File: src/hw/rtl/gbn_snd_pkg.sv
// ----------------------------------------------------------------------------
// Go-Back-N sender package
// Sequence space, payload width, action and result codes, register indexes.
// ----------------------------------------------------------------------------
`timescale 1ns / 1ps
`default_nettype none

package gbn_snd_pkg;

    localparam int SEQ_SPACE    = 8;
    localparam int SEQ_W        = 3;
    localparam int PAYLOAD_BITS = 64;
    localparam int WIN_W        = 3;
    localparam int TMR_W        = 16;
    localparam int CFG_IDX_W    = 1;
    localparam int CFG_DATA_W   = 16;

    typedef logic [SEQ_W-1:0] t_seq;
    typedef logic [2:0]       t_kind;
    typedef logic [1:0]       t_action;

    localparam t_action ACT_SEND = 2'd0;
    localparam t_action ACT_ACK  = 2'd1;
    localparam t_action ACT_TICK = 2'd2;

    localparam t_kind KIND_SENT    = 3'd0;
    localparam t_kind KIND_REFUSED = 3'd1;
    localparam t_kind KIND_ACK_OK  = 3'd2;
    localparam t_kind KIND_ACK_DROP = 3'd3;
    localparam t_kind KIND_RESEND  = 3'd4;

    localparam logic [CFG_IDX_W-1:0] CFG_WINDOW  = 1'd0;
    localparam logic [CFG_IDX_W-1:0] CFG_TIMEOUT = 1'd1;

    localparam logic [WIN_W-1:0] WIN_RESET     = 3'd4;
    localparam logic [TMR_W-1:0] TIMEOUT_RESET = 16'd1000;

endpackage

`default_nettype wire

File: src/hw/rtl/go_back_n_sender_unit.sv
// ----------------------------------------------------------------------------
// Go-Back-N sender
// Stores sent payloads by sequence number, tracks the window and the
// retransmit timer, and replays the outstanding words from memory on expiry.
//
//   channel   ports                                   handshake
//   command   i_action, i_message_word, i_ack_*       i_start high, o_busy low
//   result    o_result_kind .. o_last_of_run           o_strobe, one cycle
//   config    i_cfg_idx, i_cfg_data                   i_cfg_we, no wait
//
// Send and ack results appear in the cycle after acceptance; a tick that
// does not expire gives none. An expiring tick replays n outstanding words
// at one per cycle through the single read port of the payload memory:
// o_busy is high while replaying; first word in the cycle after acceptance.
// Reset is synchronous and active low; the payload memory is not cleared.
// The receiver cannot stall: every result is shown for exactly one cycle.
// ----------------------------------------------------------------------------
`timescale 1ns / 1ps
`default_nettype none

module go_back_n_sender_unit
    import gbn_snd_pkg::*;
(
    input  wire logic                     i_clk,
    input  wire logic                     i_rst_n,
    input  wire logic                     i_start,
    output logic                          o_busy,
    input  wire logic [1:0]               i_action,
    input  wire logic [PAYLOAD_BITS-1:0]  i_message_word,
    input  wire logic [SEQ_W-1:0]         i_ack_number,
    input  wire logic                     i_ack_checksum_ok,
    input  wire logic                     i_cfg_we,
    input  wire logic [CFG_IDX_W-1:0]     i_cfg_idx,
    input  wire logic [CFG_DATA_W-1:0]    i_cfg_data,
    output logic                          o_strobe,
    output logic [2:0]                    o_result_kind,
    output logic [SEQ_W-1:0]              o_sequence_out,
    output logic [PAYLOAD_BITS-1:0]       o_payload_out,
    output logic [SEQ_W-1:0]              o_window_base,
    output logic                          o_window_full,
    output logic                          o_last_of_run
);

    localparam logic ST_IDLE   = 1'b0;
    localparam logic ST_REPLAY = 1'b1;

    localparam t_seq             SEQ_MAX = SEQ_W'(SEQ_SPACE - 1);
    localparam logic [WIN_W-1:0] WIN_MAX = WIN_W'(SEQ_SPACE - 1);

    logic                     r_state, n_state;
    t_seq                     r_base, n_base;
    t_seq                     r_next, n_next;
    logic                     r_running, n_running;
    logic [TMR_W-1:0]         r_count, n_count;
    logic [WIN_W-1:0]         r_win;
    logic [TMR_W-1:0]         r_timeout;
    t_seq                     r_emit_seq, n_emit_seq;
    t_seq                     r_left, n_left;

    logic                     r_strobe, n_strobe;
    t_kind                    r_kind, n_kind;
    t_seq                     r_seq, n_seq;
    logic [PAYLOAD_BITS-1:0]  r_pay, n_pay;

    logic [PAYLOAD_BITS-1:0]  mem [SEQ_SPACE];
    logic [PAYLOAD_BITS-1:0]  r_mem_q;
    t_seq                     rd_addr;
    logic                     mem_we;

    logic                     accept;
    t_seq                     outstanding;
    logic [WIN_W-1:0]         eff_win;
    logic                     full_now;
    t_seq                     ack_off;
    logic [TMR_W:0]           count_inc;
    logic [TMR_W-1:0]         limit;

    assign accept      = i_start && (r_state == ST_IDLE);
    assign outstanding = r_next - r_base;
    assign eff_win     = (r_win > WIN_MAX) ? WIN_MAX : r_win;
    assign full_now    = ({{(SEQ_W){1'b0}}, outstanding} >= {{(SEQ_W){1'b0}}, SEQ_W'(eff_win)});
    assign ack_off     = i_ack_number - r_base;
    assign count_inc   = {1'b0, r_count} + {{TMR_W{1'b0}}, 1'b1};
    assign limit       = (r_timeout == '0) ? TMR_W'(1) : r_timeout;
    assign rd_addr     = (r_state == ST_REPLAY) ? (r_emit_seq + t_seq'(1)) : r_base;

    always_comb begin
        n_state    = r_state;
        n_base     = r_base;
        n_next     = r_next;
        n_running  = r_running;
        n_count    = r_count;
        n_emit_seq = r_emit_seq;
        n_left     = r_left;
        n_strobe   = 1'b0;
        n_kind     = r_kind;
        n_seq      = r_seq;
        n_pay      = r_pay;
        mem_we     = 1'b0;

        if (r_state == ST_REPLAY) begin
            // word read last cycle is on the outputs now
            n_emit_seq = r_emit_seq + t_seq'(1);
            n_left     = r_left - t_seq'(1);
            if (r_left == t_seq'(1)) begin
                n_state = ST_IDLE;
            end
        end else if (accept) begin
            unique case (i_action)
                ACT_SEND: begin
                    n_strobe = 1'b1;
                    if (full_now) begin
                        n_kind = KIND_REFUSED;
                        n_seq  = '0;
                        n_pay  = '0;
                    end else begin
                        mem_we = 1'b1;
                        n_kind = KIND_SENT;
                        n_seq  = r_next;
                        n_pay  = i_message_word;
                        n_next = r_next + t_seq'(1);
                        if (r_base == r_next) begin
                            n_running = 1'b1;
                            n_count   = '0;
                        end
                    end
                end
                ACT_ACK: begin
                    n_strobe = 1'b1;
                    n_seq    = '0;
                    n_pay    = '0;
                    if (!i_ack_checksum_ok || i_ack_number > SEQ_MAX
                        || ack_off >= outstanding) begin
                        n_kind = KIND_ACK_DROP;
                    end else begin
                        n_kind    = KIND_ACK_OK;
                        n_base    = i_ack_number + t_seq'(1);
                        n_running = (n_base != r_next);
                        n_count   = '0;
                    end
                end
                ACT_TICK: begin
                    if (r_running) begin
                        if (count_inc >= {1'b0, limit}) begin
                            n_count = '0;
                            if (outstanding == '0) begin
                                n_running = 1'b0;
                            end else begin
                                n_state    = ST_REPLAY;
                                n_emit_seq = r_base;
                                n_left     = outstanding;
                            end
                        end else begin
                            n_count = count_inc[TMR_W-1:0];
                        end
                    end
                end
                default: begin
                end
            endcase
        end
    end

    always_ff @(posedge i_clk) begin
        if (!i_rst_n) begin
            r_state   <= ST_IDLE;
            r_base    <= '0;
            r_next    <= '0;
            r_running <= 1'b0;
            r_count   <= '0;
            r_win     <= WIN_RESET;
            r_timeout <= TIMEOUT_RESET;
            r_strobe  <= 1'b0;
            r_left    <= '0;
        end else begin
            r_state   <= n_state;
            r_base    <= n_base;
            r_next    <= n_next;
            r_running <= n_running;
            r_count   <= n_count;
            r_strobe  <= n_strobe;
            r_left    <= n_left;
            if (i_cfg_we) begin
                unique case (i_cfg_idx)
                    CFG_WINDOW:  r_win     <= i_cfg_data[WIN_W-1:0];
                    CFG_TIMEOUT: r_timeout <= i_cfg_data[TMR_W-1:0];
                    default: begin
                    end
                endcase
            end
        end
    end

    always_ff @(posedge i_clk) begin
        r_emit_seq <= n_emit_seq;
        r_kind     <= n_kind;
        r_seq      <= n_seq;
        r_pay      <= n_pay;
    end

    // payload store: one write port, one registered read port
    always_ff @(posedge i_clk) begin
        if (mem_we) begin
            mem[r_next] <= i_message_word;
        end
        r_mem_q <= mem[rd_addr];
    end

    assign o_busy         = (r_state == ST_REPLAY);
    assign o_strobe       = r_strobe || (r_state == ST_REPLAY);
    assign o_result_kind  = (r_state == ST_REPLAY) ? KIND_RESEND : r_kind;
    assign o_sequence_out = (r_state == ST_REPLAY) ? r_emit_seq : r_seq;
    assign o_payload_out  = (r_state == ST_REPLAY) ? r_mem_q : r_pay;
    assign o_window_base  = r_base;
    assign o_window_full  = full_now;
    assign o_last_of_run  = (r_state == ST_REPLAY) ? (r_left == t_seq'(1)) : 1'b1;

endmodule

`default_nettype wire
File: config.mk
export PLATFORM = sky130hd
export DESIGN_NAME = go_back_n_sender_unit
export DESIGN_NICKNAME = d
export VERILOG_FILES = /design/src/hw/rtl/gbn_snd_pkg.sv /design/src/hw/rtl/go_back_n_sender_unit.sv
export SDC_FILE = /design/constraint.sdc
export NUM_CORES = 1
export LEC_CHECK = 0
export BUFFER_PORTS_ARGS = -buffer_cell sky130_fd_sc_hd__buf_2
export CORE_MARGIN = 10
export CORE_UTILIZATION = 50
export CTS_CLUSTER_SIZE = 10
export DETAILED_ROUTE_END_ITERATION = 8
export PLACE_DENSITY = 0.71
export SLEW_MARGIN = 20
export SYNTH_ARGS = -nofsm -noshare
export SYNTH_HDL_FRONTEND = slang
export SYNTH_SLANG_ARGS = --single-unit
export TNS_END_PERCENT = 10
File: constraint.sdc
create_clock -name i_clk -period 7.6 [get_ports i_clk]
set_input_delay 0.76 -clock i_clk [delete_from_list [all_inputs] [get_ports i_clk]]
set_output_delay 0.76 -clock i_clk [all_outputs]
set_load 0.02 [all_outputs]
* Yosys cells after proc, flatten, opt, wreduce, memory -nomap -nowiden *
Memories as Yosys holds them, arrays and structs flattened. A register that Yosys moved wholly into a read port is not among the register bits.
Cells that the tools add are included.

storage, ports and cells
  memories kept = 1
  input port bits = 91
  word-level logic and storage cells = 118
  bits in registers = 120
  memory bits (writable) = 512
  output and inout port bits = 77

cells by class
  magnitude comparators = 5
  reduce and logical (&&, ||, !) cells = 24
  $add $sub $neg = 7
  equal/unequal tests = 10
  bitwise operators = 6
  muxes and demuxes = 52

memory list
  name  depth  bits a word  read ports  clocked after memory_dff  wr ports  line                         source
  mem   8      64           1           1                         1         go_back_n_sender_unit.sv:65  logic [PAYLOAD_BITS-1:0] mem [SEQ_SPACE];

operators with widths
  cell                   number
  $mux 64                2
  $pmux 64 s2            1
  $mux 16                6
  $mux 3                 17
  $pmux 16 s3            1
  $mux 1                 22
  $add 16x1->17 const B  1
  $ge 17x16->1           1
  $logic_not 16->1       1
  $pmux 3 s2             2
  $ne 2x2->1 const B     5
  $reduce_bool 2->1      5
  $add 3x1->3 const B    3
  $reduce_and 4->1       2
  $reduce_and 7->1       1
  $ge 3x3->1             2
  $gt 3x3->1 const B     2
  $not 1->1              6
  $reduce_and 6->1       1
  $sub 3x3->3            2
  $reduce_and 5->1       1
  $reduce_and 2->1       2
  $eq 3x1->1 const B     1
  $eq 3x3->1             1
  14 further kinds       16

* Logic depth before layout (Yosys ltp) *
Gate-level depths: netlist of run 1.

  depth after elaboration = 9
  gate-level depth with buffers = 16
  mapped depth without buffers = 13

* Worst setup path before layout of run 1 *
OpenSTA, ideal clock, no wires.

  path type = flip-flop to flip-flop
  from = register r_base[0] (netlist: o_window_base[0])
  to = memory mem[0][0], enable pin
  data required time = 7.035 ns
  stages on the path, launching flop included = 10
  arrival time = 6.745 ns
  buffers on the path = 0
  clock period less this slack = 7.309 ns
  setup time = 0.565 ns
  slack = 0.291 ns
  cell sequence = dfxtp_1 > ha_1 > inv_1 > fa_1 > xnor2_1 > ha_1 > a21oi_1 > o21ai_2 > or3_1 > nor3_1

between the ends
  cells in the longest elaborated chain, start to end = 8

RTL lines
  what                          line                          source
  from (decl)                   go_back_n_sender_unit.sv:51   t_seq r_base, n_base;
  from (signal assigned)        go_back_n_sender_unit.sv:177  r_base <= n_base;
  $sub 3x3->3                   go_back_n_sender_unit.sv:79   assign outstanding = r_next - r_base;
  $ge 3x3->1                    go_back_n_sender_unit.sv:81   assign full_now = ({{(SEQ_W){1'b0}}, outstanding} >= {{(SEQ_W){1'b0}}, SEQ_W'(eff_win)});
  via o_window_full             go_back_n_sender_unit.sv:40   output logic o_window_full,
  $mux 1                        go_back_n_sender_unit.sv:112  if (full_now) begin
  $mux 1                        go_back_n_sender_unit.sv:109  unique case (i_action)
  $mux 1                        go_back_n_sender_unit.sv:108  end else if (accept) begin
  $mux 1                        go_back_n_sender_unit.sv:101  if (r_state == ST_REPLAY) begin
  $mux 1                        go_back_n_sender_unit.sv:203  if (mem_we) begin
  $mux 1 (implied by the code)  go_back_n_sender_unit.sv:204  mem[r_next] <= i_message_word;
  to (decl)                     go_back_n_sender_unit.sv:65

The timed path passes the listed nets, and every way through them passes these cells.

* Final worst setup path of run 1 *
  from = register r_next[0]
  to = memory mem[5][30], enable pin

between the ends
  cells in the longest elaborated chain, start to end = 8

RTL lines
  what                          line                          source
  from (decl)                   go_back_n_sender_unit.sv:52   t_seq r_next, n_next;
  from (signal assigned)        go_back_n_sender_unit.sv:178  r_next <= n_next;
  $sub 3x3->3                   go_back_n_sender_unit.sv:79
  $ge 3x3->1                    go_back_n_sender_unit.sv:81
  $mux 1                        go_back_n_sender_unit.sv:112
  $mux 1                        go_back_n_sender_unit.sv:109
  $mux 1                        go_back_n_sender_unit.sv:108
  $mux 1                        go_back_n_sender_unit.sv:101
  $mux 1                        go_back_n_sender_unit.sv:203
  $mux 1 (implied by the code)  go_back_n_sender_unit.sv:204

Several ways; a longest one is shown, not always the timed one.

==> metrics, run 1 <==
share of post-route cells with drive strength above 1 0.332; Pwr Total 8.03 mW; grt ovf 0; final RePlAce weighted congestion 0.784; switching pwr 1.70 mW; cts hold-fix bufs 0; chip width 253 um; via total after detailed routing 13400; Final Non-Filler Cells 2402; Logic pwr share 0.041; number of buffers created by CTS 80; post-synthesis average cell area 18.9 um^2; Worst setup EP type register; CTS resizes 0; Critical Path AT 4.78 ns; Net Sw Frac 0.212; Setup Buffers After CTS 0; final cycle utilization of the critical path 0.597; antenna-violating nets left 0; Syn-to-layout area delta 14.9%; slowest CP cell nor2_4; root buffer cell clkbuf_16; largest net degree at the start of global routing 107; Sink Count 695; Setup WS post-layout 3.06 ns; Core Footprint 0.0538 mm^2; drt wl/cell 23.1 um; Filler cells 3999; crit path buf inv count 3; Iteration-0 DRC Markers 959; Unique masters post-synth 62; register area share after synthesis 0.727; Synth Cell Area 0.0272 mm^2; Pwr per Cell Area 257 mW/mm^2; Most used DFF post-synth edfxtp_1; final setup vio count 0; post-synthesis cell count 1442; WP data required 7.85 ns; post-synth top area cell edfxtp_1; post-place setup slack 3.03 ns; fin crit period 4.54 ns; routed vias/inst 5.59; final setup TNS 0 ns; Detail Placement HPWL 31700 um; die area 0.0641 mm^2; Sequential Power Share 0.526; synth top area cells edfxtp_1 (64%), mux4_2 (11%), dfxtp_1 (8.2%); CTS H-tree lvls 3; Clock Skews 0.0359 ns; area share of the largest cell type after synthesis 0.645; Leak Pwr 10.6 nW; fin nets 1765; Slew @ Worst Pin 1.12 ns; Hold Fails Final Rpt 0; input/output buffers 167; placed insts 2250; Routed WL 55600 um; VDD IR max 0.174 mV; number of synthesized register bits 695; share of total power in the clock network 0.433; Worst-Skew Late Latency 0.62 ns; Int Pwr 6.33 mW; Post-DP Area 0.0288 mm^2; CTS clock-pin slew for the worst setup and hold paths 0.06 ns; WHS Path Cells 3; Rows 85; max_cap viols 0; outcome completed; Post-synth EDFFs 584; CP top delay family simple AND/OR/NAND/NOR gates; crit-path cells inv_1, ha_1, inv_1, fa_1, xnor2_1, ha_1, a21oi_1, o21ai_2, nor2_1, nand2_1, nor2_4, buf_4; critical path depth in cells 12; initial core utilization 0.505; total iterations of the first detailed-routing run 5; initial antenna violation count 9; syn_nets 1570; Rel. slew slack 0.254; critical path start-end classification reg -> reg; Worst Setup Start Kind register; HP Class in -> reg; worst-path maximum fanout 40; total track usage 0.175; fin area 0.0312 mm^2; first-pass GRT wire length 85400 um; Worst R2R Path Depth 12; crit-path max cell delay 0.73 ns; max-slew violations 0; DRC errors left 0; chip height 253 um; Util after Layout 0.580; Yosys Warn Count 0; Max Root-Sink Buffers 3; CTS tree built; Fin Hold WS 0.379 ns; Max Freq 220 MHz; vias in the first global route 14300; unrepaired setup endpoints after global routing no; IO Pins 168; asr flop ratio synth 0
-- cell usage in the layout, fill, tap and decap left out, drive strengths merged, types with 5 or more instances in the layout --
| cell | instances |
|---|---|
| nor3 | 8 |
| dfxtp | 111 |
| and2 | 67 |
| nor4 | 5 |
| clkinv | 7 |
| inv | 43 |
| edfxtp | 584 |
| nor2 | 35 |
| mux2 | 130 |
| xnor2 | 12 |
| o211ai | 9 |
| clkbuf | 138 |
| a21oi | 35 |
| nand3 | 11 |
| mux2i | 5 |
| mux4 | 128 |
| a2bb2oi | 5 |
| or3b | 10 |
| o21ai | 10 |
| xor2 | 12 |
| nand2 | 68 |
| buf | 184 |
| ha | 35 |
| or4 | 5 |
| nand4 | 5 |
-- per-layer routing --
| metal | track usage | vias to the layer above | part of all wire |
|---|---|---|---|
| met3 | 0.0397 | 98 | 0.056 |
| met4 | 0.0490 | 10 | 0.022 |
| met5 | 0 | - | 0.0011 |
| met2 | 0.296 | 342 | 0.51 |
| li1 | - | 6035 | - |
| met1 | 0.223 | 6948 | 0.41 |
-- path summary, 6_finish.rpt --
| path | from | endpoint | slack, ns |
|---|---|---|---|
| max reg2reg | r_next[0]$_SDFFE_PN0P_ | mem[5][30]$_DFFE_PP_ | 3.06 |
| min | i_cfg_data[9] | r_timeout[9]$_SDFFE_PN1P_ | 0.38 |
| min reg2reg | r_timeout[0]$_SDFFE_PN0P_ | r_timeout[0]$_SDFFE_PN0P_ | 0.47 |
| max | r_next[0]$_SDFFE_PN0P_ | mem[5][30]$_DFFE_PP_ | 3.06 |
-- worst register-to-register path: stages (launching register included) --
cell and delay (ns):
dfxtp_1 0.42, inv_1 0.16, ha_1 0.15, inv_1 0.05, fa_1 0.37, xnor2_1 0.35
ha_1 0.32, a21oi_1 0.19, o21ai_2 0.16, nor2_1 0.31, nand2_1 0.29, nor2_4 0.73
buf_4 0.68
-- power by group through the flow --
stage | clock network [mW] | registers (mW) | logic [mW]
floorplan | 0 | 4.30 | 0.199
global placement | 0 | 4.30 | 0.326
detailed placement | 0 | 4.30 | 0.335
CTS | 3.56 | 4.22 | 0.337
global route | 3.71 | 4.23 | 0.363
finish | 3.48 | 4.22 | 0.330
-- layout make-up --
type	instances	area (um^2)	area share
timing repair buffer	184	996	0.0319
clock inverter	9	188	0.00601
antenna	4	10.0	0.000320
clock buffer	138	2220	0.0711
sequential	695	19800	0.633
multi-input combinational	634	7030	0.225
inverter	42	158	0.00505
tap	696	871	0.0279
-- cells in the mapped netlist (5+ instances only) --
library cell and number:
o211ai_1 9, clkbuf_1 23, or4_1 5, inv_1 42
nor2_1 31, nor3_1 8, xnor2_1 12, buf_2 20
mux4_2 128, nand3_1 11, nand2_1 68, xor2_2 5
and2_1 66, mux2i_1 5, buf_1 19, or3b_1 10
a2bb2oi_1 5, mux2_2 130, o21ai_0 8, xor2_1 7
dfxtp_1 111, a21oi_1 33, edfxtp_1 584, ha_1 35
-- cell families (layout without fill, tap and decap cells) --
group	count (synthesis)	count (layout)	synth area share
flops	695	695	0.727
mux	263	263	0.162
simple gates	233	233	0.0467
buf+inv	113	373	0.0188
compound gates	77	77	0.0196
fa+ha+maj	37	37	0.0176
xor+xnor	24	24	0.00911
other cells	0	4	0
-- sequential cells by signal, summed over array words and instances (netlist names), 2 cells and up --
register and flops:
o_window_base 3, mem 512, r_win 3, r_timeout 16, r_emit_seq 3, r_kind 2
r_left 3, r_next 3, r_pay 64, r_mem_q 64, r_seq 3, r_count 16
No activity file was read; power rests on OpenSTA's default activity.
==> run 2, diff against run 1 <==
--- a/config.mk
+++ b/config.mk
@@ -5,6 +5,7 @@
 export SDC_FILE = /design/constraint.sdc
 export NUM_CORES = 1
 export LEC_CHECK = 0
+export ABC_AREA = 1
 export BUFFER_PORTS_ARGS = -buffer_cell sky130_fd_sc_hd__buf_2
 export CORE_MARGIN = 10
 export CORE_UTILIZATION = 50
==> constraint.sdc (replaced) <==
create_clock -name i_clk -period 3.6 [get_ports i_clk]
set_input_delay 0.36 -clock i_clk [delete_from_list [all_inputs] [get_ports i_clk]]
set_output_delay 0.36 -clock i_clk [all_outputs]
set_load 0.02 [all_outputs]
==> metrics, run 2 <==
routed vias/inst 5.38 (-3.8%); fin crit period 3.40 ns (-1.13 ns); share of post-route cells with drive strength above 1 0.141 (-0.191); Worst setup EP type register; drt wl/cell 18.8 um (-19%); post-synthesis cell count 2331 (+62%); synth top area cells edfxtp_1 (63%), dfxtp_1 (8.0%), nor2_1 (6.6%); Routed WL 62200 um (+12%); Worst-Skew Late Latency 0.62 ns (about the same); crit path from r_next[0]$_SDFFE_PN0P_; Post-synth EDFFs 584 (unchanged); Util after Layout 0.584 (+0.00352); first-pass GRT wire length 98600 um (+15%); reg-to-reg slack, setup 0.20 ns (-2.87 ns); IO Pins 168 (unchanged); Critical Path End mem[2][23]$_DFFE_PP_; CTS clock-pin slew for the worst setup and hold paths 0.06 ns (about the same); post-place setup slack 0.190 ns (-2.85 ns); root buffer cell clkbuf_16; Syn-to-layout area delta 15.8%; met1 GRT Util 0.240 (+0.0177); CP top delay family simple AND/OR/NAND/NOR gates; die area 0.0654 mm^2 (+2.0%); final setup vio count 0 (unchanged); Leak Pwr 11.9 nW (+12%); asr flop ratio synth 0 (unchanged); Unique masters post-synth 42 (-32%); CTS H-tree lvls 3 (unchanged); area share of the largest cell type after synthesis 0.631 (-0.0137); Core Footprint 0.0551 mm^2 (+2.4%); Slew @ Worst Pin 1.22 ns (+0.105 ns); VDD IR max 0.419 mV (+140%); Yosys Warn Count 0 (unchanged); CTS tree built; reg2reg start r_next[0]$_SDFFE_PN0P_; chip width 256 um (+1.0%); Worst R2R Path Depth 13 (+1); Setup WS post-layout 0.198 ns (-2.87 ns); input/output buffers 167 (unchanged); Rel. slew slack 0.184 (-0.0700); Clock Skews 0.0103 ns (-0.0256 ns); HP Class in -> reg; worst-path maximum fanout 17 (-57%); max_cap viols 0 (unchanged); Hold Fails Final Rpt 0 (unchanged); vias in the first global route 18000 (+26%); placed insts 3145 (+40%); Max Freq 294 MHz (+33%); unrepaired setup endpoints after global routing no; Final Non-Filler Cells 3303 (+38%); slowest CP cell nor3_4; total track usage 0.187 (+0.0119); total iterations of the first detailed-routing run 5 (unchanged); largest register by flop count mem; final RePlAce weighted congestion 0.816 (+4.1%); GR peak layer met2; grt ovf 0 (unchanged); GR Layer Usage met3 0.0384 (-0.00124); number of synthesized register bits 695 (unchanged); Max Root-Sink Buffers 3 (unchanged); critical path depth in cells 13 (+1); Synth Cell Area 0.0278 mm^2 (+2.2%); most frequent cells in the layout edfxtp_1 (584), nor2_1 (486), nand2_1 (285); M2 GR Usage 0.312 (+0.0161); outcome completed; fin nets 2616 (+48%); most common cell after layout, fill and taps aside edfxtp_1; count leader, synth edfxtp_1; antenna-violating nets left 0 (unchanged); final cycle utilization of the critical path 0.945 (+0.348); chip height 256 um (+1.0%); crit-path max cell delay 0.51 ns (-0.22 ns); DRC errors left 0 (unchanged); critical path start-end classification reg -> reg; Rows 86 (+1.2%); initial antenna violation count 3 (-6); Most used DFF post-synth edfxtp_1; most frequent cells after synthesis edfxtp_1 (584), nor2_1 (490), nand2_1 (286); Detail Placement HPWL 35600 um (+12%); initial core utilization 0.504 (-0.00101); number of buffers created by CTS 80 (unchanged); Pwr per Cell Area 537 mW/mm^2 (+110%); post-synthesis average cell area 11.9 um^2 (-37%); WP data required 3.92 ns (-3.93 ns); Setup Buffers After CTS 0 (unchanged); Critical Path AT 3.72 ns (-1.06 ns); Fin Hold WS 0.0402 ns (-0.338 ns); max-slew violations 0 (unchanged); largest net degree at the start of global routing 257 (+140%); syn_nets 2459 (+57%); Iteration-0 DRC Markers 1744 (+82%); Sink Count 695 (unchanged); via total after detailed routing 17800 (+32%); max reg flops 512 (unchanged); Worst Setup Start Kind register; post-synth top area cell edfxtp_1; register area share after synthesis 0.711 (-0.0154); biggest regs mem: 512 flops, r_mem_q: 64 flops, r_pay: 64 flops; crit path buf inv count 4 (+1); reg2reg end mem[2][23]$_DFFE_PP_; crit-path cells inv_2, ha_4, inv_2, fa_2, xor2_2, inv_1, ha_4, a21oi_4, nand3_4, nor3_4, nand2_1, nor3_4, buf_12
[run 2: how the worst min path moves through the flow]
| stage | from | to | cells past startpoint | slack [ns] |
|---|---|---|---|---|
| 3_5_place_dp | r_timeout[2]$_SDFFE_PN0P_ | r_timeout[2]$_SDFFE_PN0P_ | 2 | 0.48 |
| 6_report | i_cfg_data[10] | r_timeout[10]$_SDFFE_PN0P_ | 3 | 0.04 |
| 2_1_floorplan | r_win[1]$_SDFFE_PN0P_ | r_win[1]$_SDFFE_PN0P_ | 2 | 0.44 |
| 4_1_cts | i_message_word[1] | mem[6][1]$_DFFE_PP_ | 1 | 0.006 |
| 5_1_grt | i_cfg_data[10] | r_timeout[10]$_SDFFE_PN0P_ | 3 | 0.02 |
| 3_3_place_gp | r_running$_SDFFE_PN0P_ | r_running$_SDFFE_PN0P_ | 2 | 0.46 |
[run 2: logic make-up (layout without fill, tap and decap cells)]
logic type,Yosys count,count (layout),share of synthesized area
xor gates and xnor gates,21,21,0.00689
adders and majority gates,37,37,0.0172
and+or+nand+nor,847,847,0.122
buffers and inverters,269,491,0.0395
other,0,2,0
DFF,695,695,0.711
AOI/OAI and AO/OA,462,462,0.103
[run 2: repair_timing]
action / 4_1_cts / 5_1_grt
hold buffers: 9 / 0
resized for setup: 0 / 1
endpoints found under the setup margin: 0 / 30
endpoints found under the hold margin: 10 / 0
[run 2: power breakdown]
part           leakage, nW  total (mW)  switching, mW  internal (mW)
registers             6.22        8.96         0.0496           8.91
clock network         1.13        7.40           3.06           4.34
logic                 4.55       0.908          0.628          0.279
total                 11.9        17.3           3.74           13.5
[run 2: layout make-up]
type | instances | area [um^2]
multi-input cells | 1367 | 7110
diodes | 2 | 5.00
clock buffers | 142 | 2310
repair buffers | 210 | 1450
inverters | 134 | 510
fillers | 4385 | 22900
well taps | 748 | 936
clock inverters | 5 | 78.8
flip-flops and latches | 695 | 19800
[run 2: per-layer routing]
layer	share of wire	wire, um	vias to the layer above
met5	0.00018	11	-
met4	0.021	1330	2
met3	0.057	3550	99
met2	0.49	30600	473
met1	0.43	26700	8694
li1	-	-	8500
[run 2: per-stage QoR]
step	setup TNS, ns	power, mW	area, um^2
after floorplan	-263.25	9.65	27900
after global placement	0	10.0	29700
after detailed placement	0	10.0	29700
after CTS	0	17.4	32200
after global routing	0	17.8	32200
final	0	17.3	32200
[run 2: worst register-to-register path, cell delays in order (launching register included)]
cell and delay [ns]:
dfxtp_2 0.34, inv_2 0.10, ha_4 0.13, inv_2 0.03
fa_2 0.34, xor2_2 0.21, inv_1 0.11, ha_4 0.24
a21oi_4 0.14, nand3_4 0.12, nor3_4 0.26, nand2_1 0.32
nor3_4 0.52, buf_12 0.24
==> run 3, diff against run 2 <==
--- a/config.mk
+++ b/config.mk
@@ -8,10 +8,10 @@
 export ABC_AREA = 1
 export BUFFER_PORTS_ARGS = -buffer_cell sky130_fd_sc_hd__buf_2
 export CORE_MARGIN = 10
-export CORE_UTILIZATION = 50
+export CORE_UTILIZATION = 55
 export CTS_CLUSTER_SIZE = 10
 export DETAILED_ROUTE_END_ITERATION = 8
-export PLACE_DENSITY = 0.71
+export PLACE_DENSITY = 0.77
 export SLEW_MARGIN = 20
 export SYNTH_ARGS = -nofsm -noshare
 export SYNTH_HDL_FRONTEND = slang
==> metrics, run 3 (synthesis results as in run 2) <==
routed wl met2 30400 um (-0.87%); first-pass GRT wire length 98200 um (-0.32%); chip width 245 um (-4.3%); final setup vio count 0 (unchanged); VDD IR max 0.358 mV (-15%); Sink Count 695 (unchanged); biggest regs mem: 512 flops, r_mem_q: 64 flops, r_pay: 64 flops; Leak Pwr 11.9 nW (-0.16%); Hold Fails Final Rpt 0 (unchanged); unrepaired setup endpoints after global routing no; fin nets 2612 (-0.15%); Filler cells 3611 (-18%); HP Class in -> reg; max_cap viols 0 (unchanged); Worst setup EP type register; reg2reg end mem[2][13]$_DFFE_PP_; Core Footprint 0.0501 mm^2 (-9.1%); Worst Setup Start Kind register; via total after detailed routing 18200 (+2.4%); final setup TNS 0 ns (unchanged); max-slew violations 0 (unchanged); Setup Buffers After CTS 0 (unchanged); Critical Path End mem[2][13]$_DFFE_PP_; CTS clock-pin slew for the worst setup and hold paths 0.06 ns (about the same); drt wl/cell 19.1 um (+1.2%); worst-path maximum fanout 23 (+6); final cycle utilization of the critical path 0.948 (+0.00296); fin crit period 3.41 ns (+0.0107 ns); share of post-route cells with drive strength above 1 0.142 (+0.000503); most frequent cells in the layout edfxtp_1 (584), nor2_1 (486), nand2_1 (285); reg-to-reg slack, setup 0.19 ns (about the same); final RePlAce weighted congestion 0.849 (+4.0%); total track usage 0.204 (+0.0169); grt ovf 0 (unchanged); Clock Skews 0.0201 ns (+0.00978 ns); outcome completed; Syn-to-layout area delta 15.3%; most common cell after layout, fill and taps aside edfxtp_1; wire length on met3 4460 um (+26%); Util after Layout 0.640 (+0.0559); Routed WL 61500 um (-1.2%); largest register by flop count mem; max reg flops 512 (unchanged); Max Root-Sink Buffers 3 (unchanged); input/output buffers 167 (unchanged); Max Freq 293 MHz (-0.31%); Detail Placement HPWL 36000 um (+1.2%); total iterations of the first detailed-routing run 5 (unchanged); chip height 245 um (-4.3%); CTS H-tree lvls 3 (unchanged); Rel. slew slack 0.287 (+0.103); Rows 82 (-4.7%); root buffer cell clkbuf_16; Worst-Skew Late Latency 0.61 ns (about the same); antenna-violating nets left 0 (unchanged); IO Pins 168 (unchanged); die area 0.0599 mm^2 (-8.4%); DRC errors left 0 (unchanged); routed length on met1 25200 um (-5.7%); vias in the first global route 18500 (+2.6%); Iteration-0 DRC Markers 1930 (+11%); initial antenna violation count 3 (unchanged); crit path from r_next[0]$_SDFFE_PN0P_; reg2reg start r_next[0]$_SDFFE_PN0P_; DR top layer met5; routed vias/inst 5.64 (+4.9%); Pwr per Cell Area 536 mW/mm^2 (about the same); initial core utilization 0.555 (+0.0506); number of buffers created by CTS 80 (unchanged); Critical Path AT 3.67 ns (-0.05 ns); WP data required 3.86 ns (-0.06 ns); critical path start-end classification reg -> reg; Slew @ Worst Pin 1.07 ns (-0.159 ns); CTS tree built; largest net degree at the start of global routing 117 (-54%); Worst R2R Path Depth 13 (unchanged)
-- run 3: per-stage QoR --
step | total power [mW] | cell area (um^2) | cells | setup WS [ns] | hold slack, ns
6_report | 17.2 | 32000 | 3224 | 0.188 | 0.0329
5_1_grt | 17.7 | 32000 | 3224 | 0.00382 | 0.0296
4_1_cts | 17.3 | 32000 | 3223 | 0.217 | 0.00344
3_5_place_dp | 10.0 | 29600 | 3068 | 0.237 | 0.486
3_3_place_gp | 9.99 | 29600 | 3068 | 0.336 | 0.467
2_1_floorplan | 9.65 | 27900 | 2331 | -0.607 | 0.435
-- run 3: critical path, cell delays in order, from the launching register on --
cell and delay (ns):
dfxtp_2 0.34, inv_2 0.11, ha_4 0.14, inv_2 0.03, fa_2 0.35, xor2_2 0.22
inv_1 0.11, ha_4 0.24, a21oi_4 0.14, nand3_4 0.11, nor3_4 0.27, nand2_1 0.32
nor3_4 0.27, buf_4 0.38
-- run 3: worst min-delay path by stage --
stage                                    start                         end  slack, ns  cells past startpoint
global placement        r_running$_SDFFE_PN0P_      r_running$_SDFFE_PN0P_       0.47                      2
global route                     i_cfg_data[4]   r_timeout[4]$_SDFFE_PN0P_       0.03                      3
floorplan                r_win[1]$_SDFFE_PN0P_       r_win[1]$_SDFFE_PN0P_       0.44                      2
CTS                              i_cfg_data[0]   r_timeout[0]$_SDFFE_PN0P_      0.003                      3
detailed placement  r_timeout[12]$_SDFFE_PN0P_  r_timeout[12]$_SDFFE_PN0P_       0.49                      2
finish                           i_cfg_data[4]   r_timeout[4]$_SDFFE_PN0P_       0.03                      3
-- run 3: area by class of cell --
type                            count  area (um^2)  share of cell area
Timing Repair Buffer              206         1430              0.0447
Clock inverter                      7         87.6             0.00273
Inverter                          134          513              0.0160
Tap cell                          672          841              0.0262
Sequential cell                   695        19800               0.617
Clock buffer                      142         2280              0.0710
Antenna cell                        1         2.50           0.0000781
Multi-Input combinational cell   1367         7110               0.222
-- run 3: per-layer routing --
layer | GRT usage | up-vias
li1 | - | 8487
met1 | 0.260 | 8853
met2 | 0.342 | 737
met3 | 0.0384 | 112
met4 | 0.0743 | 2
met5 | 0 | -
-- run 3: timing repair --
item | in CTS | in global routing
hold buffers | 6 | 0
gates resized for setup | 0 | 0
endpoints found under the hold margin | 6 | 0
endpoints found under the setup margin | 0 | 0
-- run 3: power by group --
part / switching (mW) / leakage, nW / internal (mW)
clock: 3.04 / 1.12 / 4.28
combinational: 0.631 / 4.54 / 0.278
sequential: 0.0479 / 6.22 / 8.91
total: 3.72 / 11.9 / 13.5
